## src/rtl/core/ffpra_ram.sv

```systemverilog
`timescale 1ns / 1ps
// ----------------------------------------------------------------------------
// ffpra_ram
// Generic simple dual-port RAM: one write port, one read port, registered
// read data.
// ----------------------------------------------------------------------------
module ffpra_ram #(
	parameter int WIDTH = 8,
	parameter int DEPTH = 16
) (
	input  logic                     clk,
	input  logic                     we,
	input  logic [$clog2(DEPTH)-1:0] waddr,
	input  logic [WIDTH-1:0]         wdata,
	input  logic [$clog2(DEPTH)-1:0] raddr,
	output logic [WIDTH-1:0]         rdata
);

	logic [WIDTH-1:0] mem [DEPTH];
	logic [WIDTH-1:0] rdata_q;

	// write and registered read
	always_ff @(posedge clk) begin
		if (we) begin
			mem[waddr] <= wdata;
		end
		rdata_q <= mem[raddr];
	end

	assign rdata = rdata_q;

endmodule

```

## config.mk

```make
export PLATFORM = sky130hd
export DESIGN_NAME = ffpra_ram
export DESIGN_NICKNAME = d
export VERILOG_FILES = /design/src/rtl/core/ffpra_ram.sv
export SDC_FILE = /design/constraint.sdc
export NUM_CORES = 1
export LEC_CHECK = 0
export ABC_CLOCK_PERIOD_IN_PS = 2500
export BUFFER_PORTS_ARGS = -buffer_cell sky130_fd_sc_hd__buf_2
export CAP_MARGIN = 20
export CORE_MARGIN = 5
export CORE_UTILIZATION = 65
export DETAILED_ROUTE_END_ITERATION = 10
export GPL_ROUTABILITY_DRIVEN = 0
export GPL_TIMING_DRIVEN = 1
export PLACE_DENSITY_LB_ADDON = 0.05
export SLEW_MARGIN = 20
export SYNTH_ARGS = -nofsm -noshare
export SYNTH_HDL_FRONTEND = slang
export SYNTH_SLANG_ARGS = --single-unit
```

## constraint.sdc

```tcl
create_clock -name clk -period 2.5 [get_ports clk]
set_input_delay 0 -clock clk [delete_from_list [all_inputs] [get_ports clk]]
set_output_delay 0 -clock clk [all_outputs]
set_load 0.02 [all_outputs]
```

==> metrics <==
Syn. warnings 0; clk sinks 136; First-pass DRT Iterations 5; setup bufs post-CTS 0; Layout area overhead 18.7%; reg2reg setup slack 1.15 ns; crit path DAT 1.68 ns; layout cells sized above 1 0.292; placement-stage worst setup slack 0.815 ns; Post-route DRC 0; slew margin rel. 0.406; worst reg-to-reg path cell count 3; Core Box Area 0.00773 mm2; worst hold path cell count 3; grt ovf 0; leak pwr 2.09 nW; crit share post-route 0.592; PostCTS Resize Cnt 0; max frequency 676 MHz; GRT Resource Usage Total 0.215; final core occ 0.791; Reg-to-Reg End rdata[5]$_DFF_P_; VDD IR-drop max 0.717 mV; Clk pwr share 0.464; ANT cells 0; # H-tree levels 4; die area 0.00980 mm2; vias in the first global route 2,598; PortBufs 25; CP Capture Type flop; crit start category input port; final hold violations 0; Worst-Skew Late Latency 0.51 ns; Mapped Cells 229; max-slew violation count 0; Power per Cell Area 861 mW/mm2; multi-input logic area 0.00106 mm2; RSZ-0062 raised after global routing no; Int Pwr 0.00422 W; Die Wd 99.0 um; hold crit path type input port to flop; reg2reg start mem[1][5]$_DFFE_PP_; Clock Path Buffers 2; clk root buf clkbuf_8; Final ANT Viol Nets 0; Post-Route Skew 0.00568 ns; CTS tree done; I/O Pins 26; Worst-Margin Slew 0.888 ns; Starting DRT DRC Count 211; starting density of the core 0.666; Sw Share 0.197; via count 2,487; antenna violations before repair 0; worst-path fanout max 7; Reg power frac 0.487; Hold Startpoint waddr[1]; final setup margin 1.02 ns; crit-path cells dlygate4sd3_1 > buf_2 > nor3_1 > dlygate4sd3_1; area of all sequential standard cells 0.00400 mm2; Final setup viols 0; Syn Area/Cell 22.5 um2; Hold WS 0.0648 ns; routed len/inst 23.8 um; status completed; library cells used by synthesis 19; Comb pwr share 0.049; delay of the slowest critical-path stage 0.72 ns; total CTS buffers 17; Final Net Count 303; vias per inst 6.22; global-route wire length before repair 15,000 um; register area share after synthesis 0.778; share of the synthesized area in the top cell type 0.747; Rows 32; Setup TNS Final 0 ns; Crit-path slowest cell dlygate4sd3_1; largest net degree at the start of global routing 33; switching power of the nets 0.00104 W; die height 99.0 um; Post-Syn Nets 247; cell area after synthesis 0.00515 mm2; most frequent CP cell dlygate4sd3_1; fin crit period 1.48 ns; critical path class input port to flop; total wire length 9530 um; Detailed Place HPWL 5930 um; data required time of the worst path 2.70 ns; maxcap violations 0; worst hold endpoint mem[4][1]$_DFFE_PP_; Fill cells 390; hold_buf cts 10; Yosys top cell by area edfxtp_1; ranking of synthesized cells by area edfxtp_1, mux4_2, mux4_1; Yosys reg bits 136; Clock Pin Slew Worst Setup and Hold Paths 0.06 ns
-- metal layers --
metal | vias up | global-route usage | routed length [um] | part of all wire
met4 | 0 | 0.0662 | 99 | 0.010
li1 | 1089 | - | - | -
met3 | 12 | 0.0559 | 743 | 0.078
met1 | 1264 | 0.294 | 3920 | 0.41
met5 | - | 0 | 0 | 0
met2 | 122 | 0.346 | 4760 | 0.50
-- cell usage after synthesis --
cell type,instances
mux4_2,18
buf_6,3
nor2_1,13
buf_4,1
nand2b_1,2
nor2b_1,1
nand2_1,9
edfxtp_1,128
and2_1,1
a22oi_1,16
and2b_1,1
mux4_1,14
nor3_1,4
or3b_2,1
buf_2,3
nand3b_1,2
nand3_1,1
dfxtp_1,8
clkdlybuf4s25_2,3
-- cell families (layout without fill, tap and decap cells) --
group	count (synthesis)	count (layout)	synth area share
AOI/OAI and AO/OA	16	16	0.0233
buffers and inverters	10	79	0.0168
DFF	136	136	0.778
muxes	32	32	0.150
and+or+nand+nor	35	35	0.0318
-- layout by cell type (no fill, tap or decap) --
| cell | netlist | layout |
|---|---|---|
| clkbuf_16 | 0 | 16 |
| clkbuf_1 | 0 | 1 |
| and2_1 | 1 | 1 |
| bufinv_16 | 0 | 3 |
| nor2b_1 | 1 | 1 |
| buf_2 | 3 | 25 |
| a22oi_1 | 16 | 16 |
| mux4_1 | 14 | 14 |
| edfxtp_1 | 128 | 128 |
| nand2b_1 | 2 | 2 |
| clkinv_4 | 0 | 1 |
| inv_6 | 0 | 1 |
| nand3_1 | 1 | 1 |
| and2b_1 | 1 | 1 |
| dfxtp_1 | 8 | 8 |
| clkbuf_8 | 0 | 3 |
| or3b_2 | 1 | 1 |
| dlygate4sd3_1 | 0 | 10 |
| clkinvlp_4 | 0 | 3 |
| clkinv_2 | 0 | 4 |
| nor3_1 | 4 | 4 |
| nand2_1 | 9 | 9 |
| buf_4 | 1 | 11 |
| nor2_1 | 13 | 13 |
| nand3b_1 | 2 | 2 |
| mux4_2 | 18 | 18 |
| buf_12 | 0 | 1 |
-- per-stage QoR --
step	area, um2	instances	power (W)
after floorplan	5150	229	0.00276
after global placement	5420	358	0.00285
after detailed placement	5420	358	0.00286
after CTS	6110	400	0.00529
after global routing	6110	400	0.00543
final	6110	400	0.00526
-- layout make-up --
cell class / count / share of cell area
clock buffer: 20 / 0.0729
clock inverter: 12 / 0.0246
multi-input combinational: 83 / 0.173
sequential: 136 / 0.655
tap: 102 / 0.0209
timing repair buffer: 47 / 0.0536
-- worst max path at each step --
stage | endpoint | cells after the start | from | slack (ns)
finish | mem[4][7]$_DFFE_PP_ | 4 | waddr[0] | 1.02
global placement | rdata[3]$_DFF_P_ | 5 | raddr[0] | 0.84
detailed placement | rdata[3]$_DFF_P_ | 5 | raddr[0] | 0.82
floorplan | mem[0][0]$_DFFE_PP_ | 2 | waddr[2] | 1.01
global route | mem[4][7]$_DFFE_PP_ | 4 | waddr[0] | 0.95
CTS | mem[4][7]$_DFFE_PP_ | 4 | waddr[0] | 1.02
-- power by group through the flow --
stage                     Combinational [W]  Sequential (W)  Clock (W)
after global placement             0.000238         0.00261          0
after global routing               0.000277         0.00257    0.00258
after CTS                          0.000259         0.00257    0.00247
final                              0.000256         0.00257    0.00244
after floorplan                    0.000129         0.00263          0
after detailed placement           0.000245         0.00261          0
-- registers in the layout, indices dropped and copies added, names as in the netlist --
register	count
rdata	8
mem	128
-- critical path: cells and delay by family --
| family | cells | cell delay [ns] |
|---|---|---|
| and+or+nand+nor | 1 | 0.27 |
| buffers and inverters | 3 | 1.41 |
Note: power is estimated with default switching activity, not from simulation.
